File: src/design/bmhq_pkg.sv
// Shared types, constants and conversion functions for the binary max-heap queue.
`timescale 1ns / 1ps

package bmhq_pkg;

	// Sizing of the heap.
	localparam int DEPTH    = 1024;
	localparam int KEY_BITS = 16;
	localparam int ADDR_W   = $clog2(DEPTH);
	localparam int CNT_W    = $clog2(DEPTH + 1);

	// Fixed widths of the port fields.
	localparam int FIELD_W     = 16;
	localparam int COUNT_OUT_W = 11;

	localparam logic [CNT_W-1:0] FULL_CNT = CNT_W'(DEPTH);

	// Command codes of an input word.
	localparam logic CMD_INSERT  = 1'b0;
	localparam logic CMD_EXTRACT = 1'b1;

	// Status codes of a result word.
	typedef enum logic [1:0] {
		ST_INSERTED  = 2'd0,
		ST_EXTRACTED = 2'd1,
		ST_EMPTY     = 2'd2,
		ST_FULL      = 2'd3
	} status_t;

	// One heap entry as it is held in memory.
	typedef struct packed {
		logic [KEY_BITS-1:0] key;
		logic [FIELD_W-1:0]  payload;
	} entry_t;

	localparam int ENTRY_W = $bits(entry_t);

	// Memory access request from the sequencer.
	typedef struct packed {
		logic               we;
		logic [ADDR_W-1:0]  waddr;
		entry_t             wdata;
		logic               re;
		logic [ADDR_W-1:0]  raddr;
	} mem_req_t;

	// Finished result handed to the output register.
	typedef struct packed {
		status_t                 status;
		logic [FIELD_W-1:0]      key;
		logic [FIELD_W-1:0]      payload;
		logic [COUNT_OUT_W-1:0]  count;
	} result_t;

	// Keep the low KEY_BITS bits of a port key.
	function automatic logic [KEY_BITS-1:0] key_in(input logic [FIELD_W-1:0] k);
		logic [31:0] w;
		w = 32'(k);
		return w[KEY_BITS-1:0];
	endfunction

	// Widen or trim a stored key to the port width.
	function automatic logic [FIELD_W-1:0] key_out(input logic [KEY_BITS-1:0] k);
		logic [31:0] w;
		w = 32'(k);
		return w[FIELD_W-1:0];
	endfunction

	// Count masked to the port width.
	function automatic logic [COUNT_OUT_W-1:0] count_out(input logic [CNT_W-1:0] c);
		logic [31:0] w;
		w = 32'(c);
		return w[COUNT_OUT_W-1:0];
	endfunction

endpackage

File: src/design/bmhq_ctrl.sv
// Sequencer that performs insert and extract with sift-up and sift-down over the heap memory.
`timescale 1ns / 1ps

module bmhq_ctrl (
	input  logic                          clk,
	input  logic                          arst_n,
	input  logic                          start,
	input  logic                          command,
	input  logic [bmhq_pkg::FIELD_W-1:0]  item_key,
	input  logic [bmhq_pkg::FIELD_W-1:0]  item_payload,
	output logic                          idle,
	output logic                          res_valid,
	input  logic                          res_take,
	output bmhq_pkg::result_t             res,
	output bmhq_pkg::mem_req_t            mem_req,
	input  bmhq_pkg::entry_t              mem_rdata
);

	import bmhq_pkg::*;

	localparam int CW = ADDR_W + 2;

	typedef enum logic [8:0] {
		S_IDLE    = 9'b000000001,
		S_UP_CMP  = 9'b000000010,
		S_EX_ROOT = 9'b000000100,
		S_EX_LAST = 9'b000001000,
		S_DN_LEFT = 9'b000010000,
		S_DN_CMP  = 9'b000100000,
		S_WR_HOLE = 9'b001000000,
		S_DONE    = 9'b010000000,
		S_SPARE   = 9'b100000000
	} state_t;

	state_t              state_q, state_d;
	logic [CNT_W-1:0]    cnt_q, cnt_d;
	logic [ADDR_W-1:0]   pos_q, pos_d;
	entry_t              ent_q, ent_d;
	entry_t              left_q, left_d;
	logic                rv_q, rv_d;
	status_t             rstat_q, rstat_d;
	logic [KEY_BITS-1:0] rkey_q, rkey_d;
	logic [FIELD_W-1:0]  rpay_q, rpay_d;

	logic [CNT_W-1:0]    cnt_dec;
	logic [CW-1:0]       cnt_w;
	logic [CW-1:0]       lc, rc, child, nlc;
	logic [ADDR_W-1:0]   par, par_of_cnt, par_of_par;
	logic                take_l, take_r;
	logic [KEY_BITS-1:0] best_key;
	entry_t              child_ent;
	entry_t              new_ent;

	// Index arithmetic for the current hole position.
	always_comb begin
		cnt_dec    = cnt_q - CNT_W'(1);
		cnt_w      = CW'(cnt_q);
		lc         = CW'({pos_q, 1'b1});
		rc         = CW'({pos_q, 1'b0}) + CW'(2);
		par        = (pos_q - ADDR_W'(1)) >> 1;
		par_of_par = (par - ADDR_W'(1)) >> 1;
		par_of_cnt = (cnt_q[ADDR_W-1:0] - ADDR_W'(1)) >> 1;
		new_ent    = '{key: key_in(item_key), payload: item_payload};
	end

	// Child selection for one sift-down level; the left child wins a tie.
	always_comb begin
		take_l    = left_q.key > ent_q.key;
		best_key  = take_l ? left_q.key : ent_q.key;
		take_r    = rv_q && (mem_rdata.key > best_key);
		child     = take_r ? rc : lc;
		child_ent = take_r ? mem_rdata : left_q;
		nlc       = {child[CW-2:0], 1'b1};
	end

	// Next-state and memory request logic.
	always_comb begin
		state_d = state_q;
		cnt_d   = cnt_q;
		pos_d   = pos_q;
		ent_d   = ent_q;
		left_d  = left_q;
		rv_d    = rv_q;
		rstat_d = rstat_q;
		rkey_d  = rkey_q;
		rpay_d  = rpay_q;
		mem_req = '{we: 1'b0, waddr: pos_q, wdata: ent_q, re: 1'b0, raddr: '0};

		case (state_q)
			S_IDLE: begin
				if (start) begin
					rkey_d = '0;
					rpay_d = '0;
					if (command == CMD_INSERT) begin
						if (cnt_q == FULL_CNT) begin
							rstat_d = ST_FULL;
							state_d = S_DONE;
						end else begin
							rstat_d = ST_INSERTED;
							ent_d   = new_ent;
							cnt_d   = cnt_q + CNT_W'(1);
							pos_d   = cnt_q[ADDR_W-1:0];
							if (cnt_q == '0) begin
								mem_req.we    = 1'b1;
								mem_req.waddr = '0;
								mem_req.wdata = new_ent;
								state_d       = S_DONE;
							end else begin
								mem_req.re    = 1'b1;
								mem_req.raddr = par_of_cnt;
								state_d       = S_UP_CMP;
							end
						end
					end else begin
						if (cnt_q == '0) begin
							rstat_d = ST_EMPTY;
							state_d = S_DONE;
						end else begin
							rstat_d       = ST_EXTRACTED;
							mem_req.re    = 1'b1;
							mem_req.raddr = '0;
							state_d       = S_EX_ROOT;
						end
					end
				end
			end

			// Parent data is back: move it down or drop the new entry here.
			S_UP_CMP: begin
				mem_req.we = 1'b1;
				if (ent_q.key > mem_rdata.key) begin
					mem_req.wdata = mem_rdata;
					pos_d         = par;
					if (par == '0) begin
						state_d = S_WR_HOLE;
					end else begin
						mem_req.re    = 1'b1;
						mem_req.raddr = par_of_par;
					end
				end else begin
					state_d = S_DONE;
				end
			end

			// Root is back: keep it as the result and fetch the last entry.
			S_EX_ROOT: begin
				rkey_d        = mem_rdata.key;
				rpay_d        = mem_rdata.payload;
				cnt_d         = cnt_dec;
				mem_req.re    = 1'b1;
				mem_req.raddr = cnt_dec[ADDR_W-1:0];
				state_d       = S_EX_LAST;
			end

			// Last entry is back: it becomes the hole entry at the root.
			S_EX_LAST: begin
				ent_d = mem_rdata;
				pos_d = '0;
				if (cnt_q == '0) begin
					state_d = S_DONE;
				end else if (cnt_w > CW'(1)) begin
					mem_req.re    = 1'b1;
					mem_req.raddr = ADDR_W'(1);
					state_d       = S_DN_LEFT;
				end else begin
					state_d = S_WR_HOLE;
				end
			end

			// Left child is back: fetch the right child if it exists.
			S_DN_LEFT: begin
				left_d = mem_rdata;
				rv_d   = rc < cnt_w;
				if (rc < cnt_w) begin
					mem_req.re    = 1'b1;
					mem_req.raddr = rc[ADDR_W-1:0];
				end
				state_d = S_DN_CMP;
			end

			// Both children known: move the larger one up or settle the hole.
			S_DN_CMP: begin
				mem_req.we = 1'b1;
				if (take_l || take_r) begin
					mem_req.wdata = child_ent;
					pos_d         = child[ADDR_W-1:0];
					if (nlc < cnt_w) begin
						mem_req.re    = 1'b1;
						mem_req.raddr = nlc[ADDR_W-1:0];
						state_d       = S_DN_LEFT;
					end else begin
						state_d = S_WR_HOLE;
					end
				end else begin
					state_d = S_DONE;
				end
			end

			S_WR_HOLE: begin
				mem_req.we = 1'b1;
				state_d    = S_DONE;
			end

			S_DONE: begin
				if (res_take) begin
					state_d = S_IDLE;
				end
			end

			default: begin
				state_d = S_IDLE;
			end
		endcase
	end

	// Control state.
	always_ff @(posedge clk or negedge arst_n) begin
		if (!arst_n) begin
			state_q <= S_IDLE;
			cnt_q   <= '0;
		end else begin
			state_q <= state_d;
			cnt_q   <= cnt_d;
		end
	end

	// Working registers.
	always_ff @(posedge clk) begin
		pos_q   <= pos_d;
		ent_q   <= ent_d;
		left_q  <= left_d;
		rv_q    <= rv_d;
		rstat_q <= rstat_d;
		rkey_q  <= rkey_d;
		rpay_q  <= rpay_d;
	end

	assign idle      = (state_q == S_IDLE);
	assign res_valid = (state_q == S_DONE);
	assign res       = '{status:  rstat_q,
	                     key:     key_out(rkey_q),
	                     payload: rpay_q,
	                     count:   count_out(cnt_q)};

endmodule

File: config.mk
export PLATFORM = sky130hd
export DESIGN_NAME = bmhq_ctrl
export DESIGN_NICKNAME = d
export VERILOG_FILES = /design/src/design/bmhq_pkg.sv /design/src/design/bmhq_ctrl.sv
export SDC_FILE = /design/constraint.sdc
export NUM_CORES = 1
export LEC_CHECK = 0
export BUFFER_PORTS_ARGS = -buffer_cell sky130_fd_sc_hd__buf_2
export CAP_MARGIN = 20
export CORE_ASPECT_RATIO = 0.9
export CORE_UTILIZATION = 35
export CTS_CLUSTER_DIAMETER = 200
export DETAILED_ROUTE_END_ITERATION = 7
export PLACE_DENSITY = 0.5
export RECOVER_POWER = 50
export SLEW_MARGIN = 0
export SYNTH_ARGS = -nofsm -noshare
export SYNTH_HDL_FRONTEND = slang
export SYNTH_SLANG_ARGS = --single-unit
File: constraint.sdc
create_clock -name clk -period 11.8 [get_ports clk]
set_input_delay 1.18 -clock clk [delete_from_list [all_inputs] [get_ports clk]]
set_output_delay 1.18 -clock clk [all_outputs]
set_load 0.1 [all_outputs]
==> impl_metrics.env <==
export IMPL_status="complete, but fails checks"
export IMPL_violations="max-capacitance violations, max-slew violations"
export IMPL_grt_pass1_vias=8141
export IMPL_num_vias=8360
export IMPL_hpwl_mm=23.2
export IMPL_synth_top_cell_area_share_pct=34.9
export IMPL_syn_num_nets=1099
export IMPL_dr_pass1_iters=7
export IMPL_numCtsBuffers=17
export IMPL_setup_tns_ns=0
export IMPL_cts_tree="done"
export IMPL_maxCapViolations=2
export IMPL_critPathCaptureType="output pin"
export IMPL_startpoint="ent_q[27]$_DFFE_PP_"
export IMPL_hold_start="cnt_q[10]$_DFFE_PN0P_"
export IMPL_ff_latch_area_um2=3750
export IMPL_row_count=56
export IMPL_reg2reg_from="ent_q[27]$_DFFE_PP_"
export IMPL_wl_per_cell_um=21.7
export IMPL_worst_pin_slew_ns=2.39
export IMPL_ys_types=82
export IMPL_finalHoldViolCount=0
export IMPL_start_util_pct=35.8
export IMPL_crit_fanout=22
export IMPL_ys_seq_area_share_pct=40.0
export IMPL_fmax_mhz=121
export IMPL_grtUsageTotal_pct=23.5
export IMPL_vias_per_cell=5.68
export IMPL_critical_path_arrival_ns=7.08
export IMPL_criticalPathCategory="reg2out"
export IMPL_antenna_found_initial=1
export IMPL_synth_cells=957
export IMPL_die_h_um=157
export IMPL_critPathLaunchType="flop"
export IMPL_clock_skew_ns=0.0127
export IMPL_synth_seq_cells=128
export IMPL_drc=0
export IMPL_cts_num_sinks=128
export IMPL_syn_area_um2=9380
export IMPL_cts_setup_buffers=0
export IMPL_syn2layout_area_growth_pct=17.2
export IMPL_ctsHoldBuffers=0
export IMPL_rsz0062_at_grt="no"
export IMPL_multi_input_area_um2=5110
export IMPL_nFillCells=2675
export IMPL_cts_clk_slew_worst_paths_ns=0.07
export IMPL_io_buffers=169
export IMPL_synth_area_leader_cell="edfxtp_1"
export IMPL_fin_crit_ns=8.26
export IMPL_grt_max_degree=36
export IMPL_drt_wl_total_mm=31.9
export IMPL_slew_headroom_pct=-59.4
export IMPL_async_flop_share_pct=14.8
export IMPL_initialDrtViolationCount=733
export IMPL_dieArea_um2=27400
export IMPL_clk_latency_ns=0.43
export IMPL_pin_count=170
export IMPL_place_congestion=0.923
export IMPL_grt_ovfl_total=0
export IMPL_synth_main_ff_cell="edfxtp_1"
export IMPL_drive_above_1_share_pct=16.4
export IMPL_cts_resized=0
export IMPL_antenna_cells=0
export IMPL_cts_buffer_depth=2
export IMPL_setup_viol_count_final=0
export IMPL_fin_crit_sh_pct=70.0
export IMPL_coreArea_um2=26200
export IMPL_hold_class="reg2reg"
export IMPL_cp_required_ns=10.62
export IMPL_htreeDepth=4
export IMPL_root_buffer="clkbuf_16"
export IMPL_drv_slew=70
export IMPL_drtAntennaViolNets=0
export IMPL_ys_warn_count=0
export IMPL_final_nets=1253
export IMPL_synth_edf_count=109
export IMPL_grt_pass1_wl_mm=48.6
export IMPL_postSynthAreaPerCell_um2=9.80
export IMPL_synthTopCellsByArea="edfxtp_1 (35%), ha_1 (9.7%), dfrtp_1 (4.8%), nand2_1 (3.8%), xnor2_1 (3.3%)"
export IMPL_die_w_um=175
cell type report:
class / instances / area share [%]
inverter: 70 / 2.39
tap: 348 / 3.96
clock inverter: 15 / 1.28
sequential: 128 / 34.1
multi-input combinational: 709 / 46.5
timing repair buffer: 185 / 7.88
clock buffer: 17 / 3.87
cells by family after synthesis:
family	count (synthesis)	synth area share [%]
and+or+nand+nor	319	18.5
AOI/OAI and AO/OA	239	18.3
DFF	128	40.0
buffers and inverters	120	5.43
adders and majority gates	73	9.74
xor gates and xnor gates	47	4.55
muxes	31	3.52
metrics by stage:
step / std cells / util (%) / cell area [µm²] / hold WS [ns] / worst slack (ns)
6_report: 1472 / 41.9 / 11000 / 0.631 / 3.54
5_1_grt: 1472 / 41.9 / 11000 / 0.651 / 3.05
4_1_cts: 1472 / 42.4 / 11100 / 0.626 / 3.58
3_5_place_dp: 1440 / 40.2 / 10500 / 0.614 / 4.05
3_3_place_gp: 1440 / 40.2 / 10500 / 0.607 / 4.17
2_1_floorplan: 957 / - / 9380 / 0.671 / 3.48
worst max-delay path, cell delays in order (launching register included):
cell and delay [ns]:
edfxtp_1 0.42, inv_1 0.08, ha_1 0.29, nand4_1 0.13, nor4_1 0.34, a21boi_0 0.28
o31a_1 0.37, buf_4 0.41, mux2i_1 0.30, ha_1 0.29, nand4_1 0.21, nor3_1 0.10
nor4_2 0.44, a31oi_1 0.14, buf_4 0.24, xnor2_1 0.45, inv_1 0.10, ha_1 0.29
o21ai_0 0.23, a21oi_1 0.10, o21ai_0 0.14, and3b_1 0.23, and3_1 0.20, o21ai_1 0.16
o21ai_0 0.24, buf_2 0.45
sequential cells by signal, indices dropped and copies added, names as in the netlist:
name     count
pos_q       10
rpay_q      16
ent_q       32
state_q      8
rv_q         1
rkey_q      16
rstat_q      2
cnt_q       11
left_q      32
cells in the mapped netlist, types with 14 or more instances:
library cell	number
nand2_1	95
inv_1	68
buf_2	20
a221oi_1	21
and2_1	16
nand3_1	24
xnor2_1	35
o21ai_0	52
dfrtp_1	18
mux2i_1	15
nor2b_1	14
nand4_1	32
edfxtp_1	109
nor2_1	52
a211oi_1	14
ha_1	73
a21oi_1	33
mux2_2	16
clkbuf_1	21
nor3_1	15
cells in the final DEF, fill, tap and decap left out, drive strengths merged, types with 6 or more instances in the layout:
master,instances
a211oi,14
ha,73
a31oi,9
o221ai,10
and2,16
nor4,13
nor2,54
inv,79
xnor2,36
nand4,32
nor3,17
nor2b,14
clkbuf,91
dfrtp,18
a222oi,6
xor2,11
a21oi,33
mux2,16
nand4b,6
o22ai,9
edfxtp,109
o21ai,63
mux2i,15
a22o,12
buf,111
nand2b,10
o21a,6
and3,9
nand2,95
o211ai,9
a22oi,6
a221oi,22
nand3,24
or4,7
per-layer routing:
metal  GRT usage, %  part of all wire, %  up-vias
met3           4.30                  6.9       27
met1           33.4                   47     4064
li1               -                    -     3950
met5              0                0.053        -
met2           36.3                   44      317
met4           6.42                  1.3        2
path summary, 6_finish.rpt:
kind | cells past startpoint | slack [ns] | end
max in group asynchronous | 1 | 10.13 | state_q[4]$_DFFE_PN0P_
worst min register to register | 1 | 0.63 | cnt_q[10]$_DFFE_PN0P_
worst min-delay path | 1 | 0.63 | cnt_q[10]$_DFFE_PN0P_
worst max register to register | 24 | 5.55 | state_q[4]$_DFFE_PN0P_
min in group asynchronous | 1 | 0.96 | cnt_q[8]$_DFFE_PN0P_
worst max-delay path | 25 | 3.54 | mem_req[9]
Power is left out: the tool's default activity adds up to more than one toggle a clock period on the data nets, which glitch-free logic cannot reach.
